[src/tilted_projection_binner_core_assert.svh]
// Assertion macros for the tilted projection binner.
// Expects clk_i and rst_ni in the scope of use.
`ifndef TILTED_PROJECTION_BINNER_CORE_ASSERT_SVH
`define TILTED_PROJECTION_BINNER_CORE_ASSERT_SVH

// same-cycle implication
`define TPB_ASSERT_IMPL(lbl, ante, cons, msg) \
  lbl: assert property (@(posedge clk_i) disable iff (!rst_ni) (ante) |-> (cons)) \
    else $error(msg);

// next-cycle implication
`define TPB_ASSERT_NEXT(lbl, ante, cons, msg) \
  lbl: assert property (@(posedge clk_i) disable iff (!rst_ni) (ante) |=> (cons)) \
    else $error(msg);

`endif

[src/tpb_pkg.sv]
// Package for the tilted projection binner: field widths, codes, queue entry type.
// No dependencies.
`timescale 1ns / 1ps
package tpb_pkg;

  localparam int unsigned MaxRowsDef  = 1024;
  localparam int unsigned BinWidthDef = 40;
  localparam int unsigned QueueDepth  = 2;

  localparam int unsigned PixW     = 16;
  localparam int unsigned PosW     = 10;
  localparam int unsigned DimW     = 11;
  localparam int unsigned TiltW    = 16;
  localparam int unsigned OutValW  = 40;
  localparam int unsigned CfgIdxW  = 2;
  localparam int unsigned CfgDataW = 16;
  localparam int unsigned DeltaW   = PixW + 1;
  // bin address width covering the largest supported bin count
  localparam int unsigned CmdAddrW = 12;
  // common width for range compares
  localparam int unsigned CmpW     = 16;

  typedef enum logic [CfgIdxW-1:0] {
    CFG_TILT   = 2'd0,
    CFG_DARK   = 2'd1,
    CFG_HEIGHT = 2'd2,
    CFG_WIDTH  = 2'd3
  } tpb_cfg_idx_e;

  typedef enum logic {
    REQ_PIXEL = 1'b0,
    REQ_READ  = 1'b1
  } tpb_req_e;

  typedef enum logic [1:0] {
    ST_CLEAR,
    ST_IDLE,
    ST_UPDATE
  } tpb_state_e;

  typedef struct packed {
    logic                     is_read;
    logic                     hit;
    logic [PosW-1:0]          idx;
    logic [CmdAddrW-1:0]      addr;
    logic signed [DeltaW-1:0] delta;
  } tpb_cmd_t;

  typedef struct packed {
    logic clear_done;
    logic updating;
  } tpb_stat_t;

endpackage

[src/tpb_if.sv]
// Valid/ready channel interfaces: request, result and configuration write.
// Depends on tpb_pkg.
`timescale 1ns / 1ps
interface tpb_req_if;
  import tpb_pkg::*;
  logic            valid;
  logic            ready;
  logic            req_type;
  logic [PosW-1:0] pixel_row;
  logic [PosW-1:0] pixel_col;
  logic [PixW-1:0] pixel_value;
  logic [PixW-1:0] dark_value;
  logic [PosW-1:0] read_bin;
  modport source (output valid, req_type, pixel_row, pixel_col, pixel_value, dark_value,
                  read_bin, input ready);
  modport sink (input valid, req_type, pixel_row, pixel_col, pixel_value, dark_value,
                read_bin, output ready);
endinterface


interface tpb_cfg_if;
  import tpb_pkg::*;
  logic                valid;
  logic                ready;
  logic [CfgIdxW-1:0]  index;
  logic [CfgDataW-1:0] data;
  modport source (output valid, index, data, input ready);
  modport sink (input valid, index, data, output ready);
endinterface

[src/tpb_front.sv]
// Front end: config registers, request intake, bin computation and range check.
// Depends on tpb_pkg and tpb_if.
`timescale 1ns / 1ps
module tpb_front #(
  parameter int unsigned MAX_ROWS = tpb_pkg::MaxRowsDef
) (
  input  logic              clk_i,
  input  logic              rst_ni,
  tpb_req_if.sink           req_i,
  tpb_cfg_if.sink           cfg_i,
  input  tpb_pkg::tpb_stat_t stat_i,
  input  logic              q_full_i,
  output logic              push_o,
  output tpb_pkg::tpb_cmd_t cmd_o
);
  import tpb_pkg::*;

  logic signed [TiltW-1:0] tilt_q;
  logic                    dark_en_q;
  logic [DimW-1:0]         height_q;
  logic [DimW-1:0]         width_q;

  logic [CmpW-1:0]         rows;
  logic signed [26:0]      prod;
  logic signed [26:0]      prod_up;
  logic signed [14:0]      ceil_v;
  logic signed [16:0]      bin;
  logic                    pix_hit;
  logic                    rd_hit;
  logic signed [DeltaW-1:0] delta;

  assign cfg_i.ready = 1'b1;

  always_ff @(posedge clk_i or negedge rst_ni) begin
    if (!rst_ni) begin
      tilt_q    <= '0;
      dark_en_q <= 1'b0;
      height_q  <= DimW'(1024);
      width_q   <= DimW'(1024);
    end else if (cfg_i.valid) begin
      case (tpb_cfg_idx_e'(cfg_i.index))
        CFG_TILT:   tilt_q    <= cfg_i.data;
        CFG_DARK:   dark_en_q <= cfg_i.data[0];
        CFG_HEIGHT: height_q  <= cfg_i.data[DimW-1:0];
        CFG_WIDTH:  width_q   <= cfg_i.data[DimW-1:0];
        default: ;
      endcase
    end
  end

  assign req_i.ready = stat_i.clear_done && !q_full_i;
  assign push_o      = req_i.valid && req_i.ready;

  always_comb begin
    rows = ({5'b0, height_q} > CmpW'(MAX_ROWS)) ? CmpW'(MAX_ROWS) : {5'b0, height_q};
    // ceil(col * tan) with 12 fraction bits
    prod    = $signed({1'b0, req_i.pixel_col}) * tilt_q;
    prod_up = prod + 27'sd4095;
    ceil_v  = prod_up[26:12];
    bin     = $signed({7'b0, req_i.pixel_row}) + 17'(ceil_v);
    pix_hit = ({6'b0, req_i.pixel_row} < rows) && ({1'b0, req_i.pixel_col} < width_q) &&
              !bin[16] && (bin[15:0] < rows);
    rd_hit  = ({6'b0, req_i.read_bin} < rows);
    delta   = dark_en_q ? $signed({1'b0, req_i.pixel_value}) - $signed({1'b0, req_i.dark_value})
                        : $signed({1'b0, req_i.pixel_value});

    cmd_o.is_read = (tpb_req_e'(req_i.req_type) == REQ_READ);
    cmd_o.delta   = delta;
    if (cmd_o.is_read) begin
      cmd_o.hit  = rd_hit;
      cmd_o.idx  = req_i.read_bin;
      cmd_o.addr = {2'b0, req_i.read_bin};
    end else begin
      cmd_o.hit  = pix_hit;
      cmd_o.idx  = pix_hit ? bin[PosW-1:0] : '0;
      cmd_o.addr = bin[CmdAddrW-1:0];
    end
  end
endmodule

[src/flat_wrapper.sv]
// flat-port wrapper written by rule: the top's interface ports become plain ports
module tpb_front_flat import tpb_pkg::*;
#(
  parameter int unsigned MAX_ROWS = tpb_pkg::MaxRowsDef
)
  (clk_i, rst_ni, stat_i, q_full_i, push_o, cmd_o, req_i_valid, req_i_req_type, req_i_pixel_row, req_i_pixel_col, req_i_pixel_value, req_i_dark_value, req_i_read_bin, req_i_ready, cfg_i_valid, cfg_i_index, cfg_i_data, cfg_i_ready);
  tpb_req_if req_i_i ();
  tpb_cfg_if cfg_i_i ();
  input  logic clk_i;
  input  logic rst_ni;
  input  tpb_pkg::tpb_stat_t stat_i;
  input  logic q_full_i;
  output logic push_o;
  output tpb_pkg::tpb_cmd_t cmd_o;
  input wire logic [$bits(req_i_i.valid)-1:0] req_i_valid;
  input wire logic [$bits(req_i_i.req_type)-1:0] req_i_req_type;
  input wire logic [$bits(req_i_i.pixel_row)-1:0] req_i_pixel_row;
  input wire logic [$bits(req_i_i.pixel_col)-1:0] req_i_pixel_col;
  input wire logic [$bits(req_i_i.pixel_value)-1:0] req_i_pixel_value;
  input wire logic [$bits(req_i_i.dark_value)-1:0] req_i_dark_value;
  input wire logic [$bits(req_i_i.read_bin)-1:0] req_i_read_bin;
  output wire logic [$bits(req_i_i.ready)-1:0] req_i_ready;
  input wire logic [$bits(cfg_i_i.valid)-1:0] cfg_i_valid;
  input wire logic [$bits(cfg_i_i.index)-1:0] cfg_i_index;
  input wire logic [$bits(cfg_i_i.data)-1:0] cfg_i_data;
  output wire logic [$bits(cfg_i_i.ready)-1:0] cfg_i_ready;
  assign req_i_i.valid = req_i_valid;
  assign req_i_i.req_type = req_i_req_type;
  assign req_i_i.pixel_row = req_i_pixel_row;
  assign req_i_i.pixel_col = req_i_pixel_col;
  assign req_i_i.pixel_value = req_i_pixel_value;
  assign req_i_i.dark_value = req_i_dark_value;
  assign req_i_i.read_bin = req_i_read_bin;
  assign req_i_ready = req_i_i.ready;
  assign cfg_i_i.valid = cfg_i_valid;
  assign cfg_i_i.index = cfg_i_index;
  assign cfg_i_i.data = cfg_i_data;
  assign cfg_i_ready = cfg_i_i.ready;
  tpb_front #(.MAX_ROWS(MAX_ROWS)) u_core (.clk_i(clk_i), .rst_ni(rst_ni), .req_i(req_i_i), .cfg_i(cfg_i_i), .stat_i(stat_i), .q_full_i(q_full_i), .push_o(push_o), .cmd_o(cmd_o));
endmodule
[config.mk]
export PLATFORM = sky130hd
export DESIGN_NAME = tpb_front_flat
export DESIGN_NICKNAME = d
export VERILOG_FILES = /design/src/tilted_projection_binner_core_assert.svh /design/src/tpb_pkg.sv /design/src/tpb_if.sv /design/src/tpb_front.sv /design/src/flat_wrapper.sv
export SDC_FILE = /design/constraint.sdc
export NUM_CORES = 1
export LEC_CHECK = 0
export ABC_AREA = 1
export BUFFER_PORTS_ARGS = -buffer_cell sky130_fd_sc_hd__clkbuf_2
export CELL_PAD_IN_SITES_DETAIL_PLACEMENT = 2
export CELL_PAD_IN_SITES_GLOBAL_PLACEMENT = 2
export CORE_ASPECT_RATIO = 0.7
export CORE_MARGIN = 1.5
export CORE_UTILIZATION = 37
export CTS_CLUSTER_SIZE = 30
export DETAILED_ROUTE_END_ITERATION = 6
export PLACE_DENSITY = 0.92
export SLEW_MARGIN = 20
export SYNTH_ARGS = -nofsm -noshare
export SYNTH_HDL_FRONTEND = slang
export SYNTH_SLANG_ARGS = --single-unit
[constraint.sdc]
create_clock -name clk_i -period 18.2 [get_ports clk_i]
set_input_delay 0.91 -clock clk_i [delete_from_list [all_inputs] [get_ports clk_i]]
set_output_delay 0.91 -clock clk_i [all_outputs]
set_load 0.01 [all_outputs]
# After elaboration in Yosys (flattened, before gate mapping)
# Index checks and enable logic that the tools add are counted.
# classes
addsub	3
n_mul	1
div_mod_pow	0
magnitude_cmp	5
eq_ne	3
shift	0
muxes	4
bitwise	0
n_reduce_logical	12
# ops
cell	count
$lt 10x16->1	2
$add 27x13->27 const B	1
$mul 11x16->27	1
$mux 23	1
$mux 17	1
$sub 16x16->17	1
$add 11x15->16	1
$lt 16x16->1	1
$gt 11x11->1 const B	1
$lt 10x11->1	1
$mux 11	1
$mux 10	1
$reduce_and 2->1	4
$logic_and 1x1->1	5
$eq 2x2->1 const B	2
$eq 2x1->1 const B	1
$logic_not 1->1	2
$logic_not 2->1	1
# totals
register_bits	39
latchBits	0
ram_bits	0
mem_bits_ro	0
output_inout_bits	44
memories	0

# Longest topological paths before layout
# Gate-level depths: netlist of run 1.
# logic_depth
depth_word	8
depth_mapped	41
mapped_depth_nobuf	39

# Least setup slack after synthesis of run 1
# Ideal clock, no wire load.
# synth_path
path_type	input to output
from	input req_i_pixel_col[7]
to	output cmd_o[29] (netlist name)
arrival_time_ns	7.687
required_time_ns	17.290
slack_ns	9.603
cell_stages	40
path_buffers	3
path_cell_list	clkbuf_1 > clkbuf_1 > nand2_1 > fa_1 > inv_1 > fa_1 > fa_1 > fa_1 > inv_1 > fa_1 > inv_1 > ha_1 > nand2_1 > inv_1 > a21oi_1 > nand2_1 > a31o_2 > xor2_1 > [... 4 more ...] > nand2_1 > a21oi_1 > nor2_1 > nor2_1 > xnor2_1 > ha_1 > nand2_1 > nor2_1 > a211oi_1 > nand2_1 > nand2_1 > nand2_1 > a21oi_1 > nand3b_1 > nor2_1 > buf_6 > nand3_1 > nand2_1
# synth_rtl
element	line	source
from (decl)	flat_wrapper.sv:18	input wire logic [$bits(req_i_i.pixel_col)-1:0] req_i_pixel_col;
to (decl)	flat_wrapper.sv:14	output tpb_pkg::tpb_cmd_t cmd_o;

==> impl_summary.txt, run 1 <==
----------------------------------------------------
[Timing]
  Min setup slack post-route ... between 7 and 8 ns
  Highest achievable clock rate ... approximately 92 MHz
  RSZ-0062 raised after global routing ... false
  Final min period ... 10.85 ns
  Final-layout setup total negative slack ... 0 ns
  Final hold violation count ... 0
  Hold WS ... 0.5324 ns
  Max-Slew Margin vs Limit ... 26.78%
  Tightest Pin Transition ... 1.095 ns
  Count of endpoints failing setup in the final report ... 0
  Pins over their slew limit ... 0
  Setup clock skew after layout ... 0 ns
  Final period util ... between 50% and 60%

[GRT]
  Largest net degree at the start of global routing ... 40
  Overall routing resource usage ... 35.84%
  Via count of the first global-routing pass ... ~13000
  Antenna violations before repair ... 1
  Overall overflow remaining after global route ... 0
  First-pass GRT wire length ... 80460 um

[Finish]
  Final standard cell area without fillers ... 11760 um^2
  Layout Area Growth over Synthesis ... 9.626%
  Fraction of layout cells with a size suffix above 1 ... 10.19%
  Number of diodes ... 0
  Net total in the final layout ... between 1500 and 2000

[Clock network]
  Number of levels the H-tree was split into ... 2
  Maximum buffer depth of the clock tree ... 2
  Post-CTS Hold Fix Bufs ... 0
  Number of setup buffers added after CTS ... 0
  Latest clock arrival within the worst-skew pair ... 0.29 ns
  Clock tree root buffer cell ... sky130_fd_sc_hd__clkbuf_16
  Resized cells post-CTS ... 0
  CTS Buf Count ... 5
  Clock transition at the register clock pins on the worst setup and hold paths after CTS ... approximately 0.07 ns
  # clock sinks ... 39
  CTS tree ... done

[Synth]
  Most area-hungry cell type in the Yosys netlist ... sky130_fd_sc_hd__fa_1
  Post-synthesis async set-or-reset flop share ... 100.0%
  Share of Yosys cell area claimed by the top area cell type ... 29.12%
  Cells taking the most area after synthesis ... sky130_fd_sc_hd__fa_1 (29%), sky130_fd_sc_hd__nand2_1 (16%), sky130_fd_sc_hd__ha_1 (14%)
  Synthesized area per cell ... 7.130 um^2
  Ys Warns ... 0
  Total standard cell area after synthesis ... 10720 um^2
  Count of mapped cells out of synthesis ... ~1500
  Number of flops mapped to enable cells by yosys ... 0
  Distinct cell type count of the synthesized netlist ... 49
  Flops & latches, synth ... 39
  Primary FF master, synth ... sky130_fd_sc_hd__dfrtp_1
  Sequential cell area fraction in the yosys report ... 9.125%
  Nets in the synthesized netlist ... 1869

[Drt]
  Drt first-iter violations ... ~620
  DR vias ... 11060
  Sum of routed wire length over all layers ... 52790 um
  Average detailed-routed wire length per instance ... 26.92 um
  Number of vias per cell after detailed routing ... 5.642
  First drt pass iteration count ... 4
  Remaining antenna violation count ... 0
  Number of remaining DRC errors ... 0

[Placed design]
  Setup Slack @ Placement ... about 8 ns
  Detailed-placement wirelength estimate ... 38580 um
  Total of buffers placed on input and output ports ... 129
  Weighted congestion at the end of routability-driven global placement ... 0.8666
  Post-Place Cell Area ... 11610 um^2

[Floorplanning]
  Placement row count ... around 50
  Die Area ... 30030 um^2
  Die Span Y ... 145.4 um
  Initial core utilization ... 38.10%
  Die Span X ... 206.5 um
  Io pins ... 132
  Core outline area ... 28140 um^2

[Critical path]
  Startpoint type of the worst setup path ... input pin
  Data arrival time at the worst-slack endpoint ... a little under 10 ns
  Cell seen most often among critical-path stages ... sky130_fd_sc_hd__nand2_1
  CP Class ... input pin to output pin
  Type of destination of the critical path ... output pin
  Largest driver fanout on the critical path ... 17
  Critical Path Slowest Stage Cell ... sky130_fd_sc_hd__fa_1
  Data required time of the critical path ... 17.29 ns
  Max stage delay on crit path ... about 0.64 ns
  R2R depth ... 2

[Outcome]
  Run status ... finished, final reports clean

[Hold path]
  WHS Path Cells ... 2
  Min-Delay Path Class ... flip-flop to flip-flop

[Run]
  Maxcap violations ... 0

----------------------------------------------------
==> registers in the layout, indices dropped and copies added, names as in the netlist <==
name,count
u_core.tilt_q,16
u_core.height_q,11
u_core.width_q,11
u_core.dark_en_q,1
==> path summary, 6_finish.rpt <==
check                                               from                             to  slack, ns
max                                   req_i_pixel_col[8]                      cmd_o[37]       7.35
min reg2reg                u_core.width_q[0]$_DFFE_PN0P_  u_core.width_q[0]$_DFFE_PN0P_       0.53
min                        u_core.width_q[0]$_DFFE_PN0P_  u_core.width_q[0]$_DFFE_PN0P_       0.53
min in group asynchronous                         rst_ni  u_core.width_q[0]$_DFFE_PN0P_       0.77
max reg2reg                 u_core.tilt_q[7]$_DFFE_PN0P_   u_core.tilt_q[7]$_DFFE_PN0P_      17.00
max in group asynchronous                         rst_ni  u_core.tilt_q[15]$_DFFE_PN0P_      16.84
==> layout by cell type (no fill, tap or decap), types with 17 or more instances in the layout <==
| cell type | netlist | routed |
|---|---|---|
| sky130_fd_sc_hd__nand3_1 | 53 | 53 |
| sky130_fd_sc_hd__fa_1 | 156 | 156 |
| sky130_fd_sc_hd__dfrtp_1 | 37 | 37 |
| sky130_fd_sc_hd__clkbuf_2 | 0 | 128 |
| sky130_fd_sc_hd__ha_1 | 121 | 121 |
| sky130_fd_sc_hd__a21oi_1 | 58 | 58 |
| sky130_fd_sc_hd__o21ai_0 | 65 | 65 |
| sky130_fd_sc_hd__nand2_1 | 447 | 447 |
| sky130_fd_sc_hd__nor2_1 | 57 | 57 |
| sky130_fd_sc_hd__inv_1 | 355 | 355 |
| sky130_fd_sc_hd__xnor2_1 | 17 | 17 |
==> metrics by stage <==
step	instances	utilization (%)
after floorplan	1504	-
after global placement	1953	41.27
after detailed placement	1953	41.27
after CTS	1961	41.77
after global routing	1961	41.77
final	1961	41.77
==> cells by family (layout without fill, tap and decap cells) <==
family | count (synthesis) | in the layout | share of synthesized area, %
other | 1 | 1 | 0.03497
AOI/OAI and AO/OA | 152 | 152 | 7.760
muxes | 5 | 5 | 0.5251
xor gates and xnor gates | 29 | 29 | 2.369
adders and majority gates | 277 | 277 | 43.24
and+or+nand+nor | 593 | 593 | 22.40
DFF | 39 | 39 | 9.125
buffers and inverters | 408 | 494 | 14.54
==> cell type report <==
| class | instances | area [um^2] |
|---|---|---|
| clock buffer | 6 | 128.9 |
| multi-input combinational | 1057 | 8185 |
| timing repair buffer | 129 | 645.6 |
| tap | 371 | 464.2 |
| clock inverter | 2 | 12.51 |
| sequential | 39 | 978.4 |
| inverter | 357 | 1340 |
| fill | 3316 | 16390 |
==> routing by layer <==
layer | share of wire, % | vias to the layer above | track usage [%]
li1 | - | 4678 | -
met1 | 38 | 5673 | 41.96
met2 | 50 | 501 | 62.19
met3 | 6.3 | 211 | 7.009
met4 | 5.6 | 0 | 17.75
met5 | 0 | - | 0
==> critical path, delay by kind of cell <==
family	cells	cell delay, ns
simple gates	19	2.65
fa+ha+maj	8	3.97
xor+xnor	2	0.43
buf+inv	5	0.84
compound gates	5	1.09
==> cells in the mapped netlist (3+ instances only) <==
| library cell | n |
|---|---|
| sky130_fd_sc_hd__a211oi_1 | 3 |
| sky130_fd_sc_hd__a21boi_0 | 3 |
| sky130_fd_sc_hd__a21oi_1 | 58 |
| sky130_fd_sc_hd__a31oi_1 | 5 |
| sky130_fd_sc_hd__buf_4 | 3 |
| sky130_fd_sc_hd__clkbuf_1 | 44 |
| sky130_fd_sc_hd__dfrtp_1 | 37 |
| sky130_fd_sc_hd__fa_1 | 156 |
| sky130_fd_sc_hd__ha_1 | 121 |
| sky130_fd_sc_hd__inv_1 | 355 |
| sky130_fd_sc_hd__mux2_2 | 5 |
| sky130_fd_sc_hd__nand2_1 | 447 |
| sky130_fd_sc_hd__nand2_2 | 5 |
| sky130_fd_sc_hd__nand3_1 | 53 |
| sky130_fd_sc_hd__nand4_1 | 12 |
| sky130_fd_sc_hd__nor2_1 | 57 |
| sky130_fd_sc_hd__o211ai_1 | 3 |
| sky130_fd_sc_hd__o21ai_0 | 65 |
| sky130_fd_sc_hd__o21bai_1 | 4 |
| sky130_fd_sc_hd__or2_2 | 4 |
| sky130_fd_sc_hd__xnor2_1 | 17 |
| sky130_fd_sc_hd__xor2_1 | 12 |
Power of run 1 is not shown: default switching activity piles up to over one toggle a cycle in this logic, so the estimate is an artifact.
==> inputs of run 2 (changes only) <==
Settings changed: CORE_UTILIZATION 37 to 35, PLACE_DENSITY 0.92 to 0.88.
Clock period 18.2 ns to 11.4 ns, I/O delays scaled along.
==> run 2 against run 1 <==
Register-to-register slack got worse by 6.7 ns. Non-clock buffer count is the same. Sequential share of layout area decreased by 0.055 points. Global-route usage is 8.1 points lower. Worst setup slack lost 5.4 ns. Routed wire length is 20% lower. Sequential cell count unchanged.
==> impl_summary.txt, run 2 (synthesis results as in run 1) <==
----------------------------------------------------
[Timing]
  Tightest Pin Transition ... 1.005 ns (was 1.095 ns)
  RSZ-0062 raised after global routing ... false (unchanged)
  Pins over their slew limit ... 0 (unchanged)
  Highest achievable clock rate ... about 110 MHz
  Final-layout setup total negative slack ... 0 ns (unchanged)
  Final hold violation count ... 0 (unchanged)
  Max-Slew Margin vs Limit ... 33.00% (was 26.78%)
  Count of endpoints failing setup in the final report ... 0 (unchanged)
  Final min period ... 9.462 ns
  Final period util ... between 80 and 90%
  Setup clock skew after layout ... 0 ns (unchanged)

[GRT]
  Largest net degree at the start of global routing ... 40 (unchanged)
  Via count of the first global-routing pass ... 12110 (was 13180)
  Overall overflow remaining after global route ... 0 (unchanged)
  Overall routing resource usage ... 27.70% (was 35.84%)
  Antenna violations before repair ... 0 (was 1)
  First-pass GRT wire length ... 67450 um (was 80460 um)

[Floorplanning]
  Io pins ... 132 (unchanged)
  Die Span X ... 212.2 um (was 206.5 um)
  Initial core utilization ... 35.62% (was 38.10%)
  Core outline area ... 30110 um^2 (was 28140 um^2)
  Die Span Y ... 149.4 um (was 145.4 um)
  Die Area ... 31710 um^2 (was 30030 um^2)
  Placement row count ... 53 (was 51)

[Finish]
  Fraction of layout cells with a size suffix above 1 ... 10.25% (was 10.19%)
  Max reg flops ... 16 (unchanged)
  Top flop regs ... u_core.tilt_q (16), u_core.height_q (11), u_core.width_q (11) (unchanged)
  Register with the most flip-flops ... u_core.tilt_q (unchanged)
  Most common library cell in the layout ignoring fill and taps ... sky130_fd_sc_hd__nand2_1 (unchanged)
  Top library cells by usage in the layout, fill and taps aside ... sky130_fd_sc_hd__nand2_1 (447), sky130_fd_sc_hd__inv_1 (355), sky130_fd_sc_hd__fa_1 (156), sky130_fd_sc_hd__clkbuf_2 (129), sky130_fd_sc_hd__ha_1 (121) (was sky130_fd_sc_hd__nand2_1 (447), sky130_fd_sc_hd__inv_1 (355), sky130_fd_sc_hd__fa_1 (156), sky130_fd_sc_hd__clkbuf_2 (128), sky130_fd_sc_hd__ha_1 (121))
  Number of diodes ... 0 (unchanged)
  Net total in the final layout ... 1954 (unchanged)
  Layout Area Growth over Synthesis ... 10.36% (was 9.626%)

[Placed design]
  Total of buffers placed on input and output ports ... 129 (unchanged)
  Detailed-placement wirelength estimate ... 36720 um (was 38580 um)
  Weighted congestion at the end of routability-driven global placement ... 0.8663 (was 0.8666)

[Clock network]
  # clock sinks ... 39 (unchanged)
  Number of levels the H-tree was split into ... 2 (unchanged)
  Number of setup buffers added after CTS ... 0 (unchanged)
  CTS Buf Count ... 5 (unchanged)
  Clock tree root buffer cell ... sky130_fd_sc_hd__clkbuf_16 (unchanged)
  CTS tree ... done (unchanged)
  Maximum buffer depth of the clock tree ... 2 (unchanged)
  Post-CTS Hold Fix Bufs ... 0 (unchanged)
  Latest clock arrival within the worst-skew pair ... 0.29 ns (about the same)
  Clock transition at the register clock pins on the worst setup and hold paths after CTS ... 0.06 ns (was 0.07 ns)
  Resized cells post-CTS ... 0 (unchanged)

[Outcome]
  Run status ... finished, final reports clean (unchanged)

[Drt]
  Number of vias per cell after detailed routing ... 5.144 (was 5.642)
  First drt pass iteration count ... 5 (was 4)
  Number of remaining DRC errors ... 0 (unchanged)
  Average detailed-routed wire length per instance ... 21.08 um (was 26.92 um)
  Sum of routed wire length over all layers ... 42200 um (was 52790 um)
  Remaining antenna violation count ... 0 (unchanged)
  DR vias ... 10300 (was 11060)
  Drt first-iter violations ... 461 (was 619)

[Critical path]
  Largest driver fanout on the critical path ... 17 (unchanged)
  Startpoint type of the worst setup path ... input pin (unchanged)
  Critical Path Slowest Stage Cell ... sky130_fd_sc_hd__fa_1 (unchanged)
  Critical path origin ... req_i_pixel_col[8] (unchanged)
  Data required time of the critical path ... 10.83 ns (was 17.29 ns)
  Cell seen most often among critical-path stages ... sky130_fd_sc_hd__nand2_1 (unchanged)
  Type of destination of the critical path ... output pin (unchanged)
  Data arrival time at the worst-slack endpoint ... 8.89 ns (was 9.94 ns)
  Worst r2r src ... u_core.tilt_q[11]$_DFFE_PN0P_ (was u_core.tilt_q[7]$_DFFE_PN0P_)
  Max stage delay on crit path ... 0.60 ns (was 0.64 ns)
  CP Class ... input pin to output pin (unchanged)

[Hold path]
  Min-Delay Path Class ... input pin to async pin (was flip-flop to flip-flop)

[Run]
  Maxcap violations ... 0 (unchanged)

----------------------------------------------------
run 2: cell types whose count changed in the layout (fill, tap and decap cells not counted), sizes merged:
cell	change
clkinv	+1
buf	-1
clkinvlp	-1
bufinv	+1
run 2: area by class of cell:
cell class                 instances  area, um^2
fill                            3642       18270
multi-input combinational       1057        8185
inverter                         357        1340
sequential                        39       978.4
timing repair buffer             129       645.6
tap                              412       515.5
clock buffer                       5       125.1
clock inverter                     3       43.79
run 2: per-stage QoR:
| stage | cells | instance area [um^2] | hold WS (ns) | utilization, % | worst slack (ns) |
|---|---|---|---|---|---|
| 2_1_floorplan | 1504 | 10720 | 0.2744 | - | 3.483 |
| 3_3_place_gp | 1994 | 11660 | 0.4684 | 38.75 | 2.331 |
| 3_5_place_dp | 1994 | 11660 | 0.4826 | 38.75 | 1.993 |
| 4_1_cts | 2002 | 11830 | 0.4624 | 39.31 | 1.969 |
| 6_report | 2002 | 11830 | 0.4400 | 39.31 | 1.938 |
| 5_1_grt | 2002 | 11830 | 0.5138 | 39.31 | 1.419 |
run 2: path summary, 6_finish.rpt:
check,end,cells after the start,slack (ns)
max in group asynchronous,u_core.width_q[6]$_DFFE_PN0P_,1,10.34
hold reg to reg,u_core.width_q[10]$_DFFE_PN1P_,2,0.49
min in group clk_i,u_core.width_q[10]$_DFFE_PN1P_,2,0.49
hold / removal,u_core.height_q[9]$_DFFE_PN0P_,1,0.44
setup / recovery,cmd_o[34],39,1.94
setup reg to reg,u_core.tilt_q[11]$_DFFE_PN0P_,1,10.26
run 2: per-layer routing:
| layer | track usage (%) | vias to the layer above | share of wire (%) |
|---|---|---|---|
| li1 | - | 4683 | - |
| met1 | 36.99 | 5334 | 45 |
| met2 | 48.13 | 213 | 49 |
| met3 | 2.749 | 68 | 3.8 |
| met4 | 7.000 | 0 | 2.2 |
| met5 | 0 | - | 0 |
run 2: critical path: cells and delay by family:
family / cells / cell delay [ns]
AND/OR/NAND/NOR: 19 / 2.31
XOR/XNOR: 2 / 0.43
buffers and inverters: 5 / 0.76
adder cells (fa/ha/maj): 8 / 3.79
AO/OA/AOI/OAI: 5 / 1.02
Power of run 2 is left out for the same reason.
==> inputs of run 3 (changes only) <==
Clock period 11.4 ns to 9.6 ns, I/O delays scaled along.
==> run 3 against run 2 <==
Routed wire length increased by 5.4%. Non-clock buffer count unchanged. Clock skew is the same. Via count increased by 1.6%. Highest routed layer unchanged.
==> impl_summary.txt, run 3 (synthesis results as in run 1) <==
----------------------------------------------------
[Clock network]
  Number of levels the H-tree was split into ... 2 (unchanged)
  Clock tree root buffer cell ... sky130_fd_sc_hd__clkbuf_16 (unchanged)
  # clock sinks ... 39 (unchanged)
  CTS Buf Count ... 5 (unchanged)
  Number of setup buffers added after CTS ... 0 (unchanged)
  CTS tree ... done (unchanged)
  Maximum buffer depth of the clock tree ... 2 (unchanged)
  Latest clock arrival within the worst-skew pair ... 0.28 ns (was 0.29 ns)
  Clock transition at the register clock pins on the worst setup and hold paths after CTS ... 0.06 ns (about the same)

[Floorplanning]
  Die Span X ... 212.2 um (unchanged)
  Initial core utilization ... 35.62% (unchanged)
  Placement row count ... 53 (unchanged)
  Die Area ... 31710 um^2 (unchanged)
  Core outline area ... 30110 um^2 (unchanged)
  Die Span Y ... 149.4 um (unchanged)
  Io pins ... 132 (unchanged)

[GRT]
  First-pass GRT wire length ... 69650 um (was 67450 um)
  Antenna violations before repair ... 0 (unchanged)
  Overall routing resource usage ... 28.90% (was 27.70%)
  Largest net degree at the start of global routing ... 40 (unchanged)
  Via count of the first global-routing pass ... 12220 (was 12110)
  Overall overflow remaining after global route ... 0 (unchanged)

[Finish]
  Net total in the final layout ... 1954 (unchanged)
  Max reg flops ... 16 (unchanged)
  Register with the most flip-flops ... u_core.tilt_q (unchanged)
  Most common library cell in the layout ignoring fill and taps ... sky130_fd_sc_hd__nand2_1 (unchanged)
  Fraction of layout cells with a size suffix above 1 ... 10.69% (was 10.25%)
  Layout Area Growth over Synthesis ... 10.50% (was 10.36%)
  Top flop regs ... u_core.tilt_q (16), u_core.height_q (11), u_core.width_q (11) (unchanged)
  Top library cells by usage in the layout, fill and taps aside ... sky130_fd_sc_hd__nand2_1 (447), sky130_fd_sc_hd__inv_1 (355), sky130_fd_sc_hd__fa_1 (156), sky130_fd_sc_hd__clkbuf_2 (124), sky130_fd_sc_hd__ha_1 (121) (was sky130_fd_sc_hd__nand2_1 (447), sky130_fd_sc_hd__inv_1 (355), sky130_fd_sc_hd__fa_1 (156), sky130_fd_sc_hd__clkbuf_2 (129), sky130_fd_sc_hd__ha_1 (121))
  Final Util ... 39.36% (was 39.31%)
  Number of diodes ... 0 (unchanged)

[Hold path]
  Min-Delay Path Class ... input pin to async pin (unchanged)

[Drt]
  Sum of routed wire length over all layers ... 44470 um (was 42200 um)
  DR vias ... 10460 (was 10300)
  Average detailed-routed wire length per instance ... 22.21 um (was 21.08 um)
  Number of vias per cell after detailed routing ... 5.225 (was 5.144)
  Remaining antenna violation count ... 0 (unchanged)
  Number of remaining DRC errors ... 0 (unchanged)
  First drt pass iteration count ... 5 (unchanged)
  Drt first-iter violations ... 493 (was 461)

[Timing]
  Tightest Pin Transition ... 1.083 ns (was 1.005 ns)
  Final min period ... about 9 ns
  Final-layout setup total negative slack ... 0 ns (unchanged)
  Final hold violation count ... 0 (unchanged)
  Highest achievable clock rate ... 109.0 MHz
  Count of endpoints failing setup in the final report ... 0 (unchanged)
  Final period util ... 95.54%
  Pins over their slew limit ... 0 (unchanged)
  Setup clock skew after layout ... 0 ns (unchanged)
  Max-Slew Margin vs Limit ... 27.59% (was 33.00%)

[Placed design]
  Weighted congestion at the end of routability-driven global placement ... 0.8595 (was 0.8663)
  Detailed-placement wirelength estimate ... 37250 um (was 36720 um)
  Total of buffers placed on input and output ports ... 129 (unchanged)

[Critical path]
  Startpoint type of the worst setup path ... flip-flop (was input pin)
  Data required time of the critical path ... 9.12 ns (was 10.83 ns)
  Worst r2r src ... u_core.tilt_q[13]$_DFFE_PN0P_ (was u_core.tilt_q[11]$_DFFE_PN0P_)
  Critical path origin ... u_core.tilt_q[13]$_DFFE_PN0P_ (was req_i_pixel_col[8])
  Type of destination of the critical path ... output pin (unchanged)
  Max stage delay on crit path ... 0.75 ns (was 0.60 ns)
  Data arrival time at the worst-slack endpoint ... 8.69 ns (was 8.89 ns)
  Cell seen most often among critical-path stages ... sky130_fd_sc_hd__nand2_1 (unchanged)
  Critical Path Slowest Stage Cell ... sky130_fd_sc_hd__dfrtp_1 (was sky130_fd_sc_hd__fa_1)
  CP Class ... flip-flop to output pin (was input pin to output pin)
  Largest driver fanout on the critical path ... 11 (was 17)

[Outcome]
  Run status ... finished, final reports clean (unchanged)

[Run]
  Maxcap violations ... 0 (unchanged)

----------------------------------------------------
==> run 3: changes by cell type in the layout (fill, tap and decap cells not counted) <==
cell / change
sky130_fd_sc_hd__nor2_1: -1
sky130_fd_sc_hd__dfrtp_2: +6
sky130_fd_sc_hd__dfrtp_1: -6
sky130_fd_sc_hd__buf_2: +5
sky130_fd_sc_hd__clkbuf_2: -5
sky130_fd_sc_hd__nor2_4: +1
==> run 3: per-stage QoR <==
step	hold slack, ns	instance area (um^2)	std cells	setup slack (ns)
after floorplan	0.1844	10720	1504	1.863
after global routing	0.4021	11850	2002	-0.04459
after CTS	0.3968	11830	2002	0.1767
after detailed placement	0.4784	11660	1994	0.2194
final	0.3423	11850	2002	0.4283
after global placement	0.4680	11660	1994	0.7329
==> run 3: layout make-up <==
class | instances | area (um^2)
fill | 3642 | 18260
multi-input combinational | 1057 | 8193
inverter | 357 | 1340
sequential | 39 | 985.9
timing repair buffer | 129 | 645.6
tap | 412 | 515.5
clock buffer | 5 | 125.1
clock inverter | 3 | 43.79
==> run 3: metal layers <==
metal / track usage [%] / part of all wire [%] / vias to the layer above
met4: 8.786 / 2.9 / 0
met5: 0 / 0 / -
li1: - / - / 4684
met1: 37.83 / 44 / 5412
met2: 50.08 / 49 / 278
met3: 3.379 / 4.5 / 86
==> run 3: timing repair <==
action,CTS,global route
hold buffers,0,0
gates resized for setup,0,12
setup endpoints to repair,0,11
hold endpoints to repair,0,0
==> run 3: critical path: cells and delay by family, from the launching register on <==
kind / cells / cell delay (ns)
buf+inv: 5 / 0.43
xor+xnor: 2 / 0.56
fa+ha+maj: 8 / 3.73
simple gates: 15 / 1.92
compound gates: 5 / 1.01
flops: 1 / 0.75
==> run 3: worst paths after layout <==
kind | slack [ns] | endpoint | cells past startpoint
setup / recovery | 0.43 | cmd_o[37] | 35
hold / removal | 0.34 | u_core.tilt_q[10]$_DFFE_PN0P_ | 1
setup reg to reg | 8.43 | u_core.tilt_q[13]$_DFFE_PN0P_ | 1
hold reg to reg | 0.51 | u_core.width_q[6]$_DFFE_PN0P_ | 2
max in group asynchronous | 8.60 | u_core.tilt_q[12]$_DFFE_PN0P_ | 1
min in group clk_i | 0.44 | u_core.tilt_q[15]$_DFFE_PN0P_ | 2
Power of run 3 is left out for the same reason.
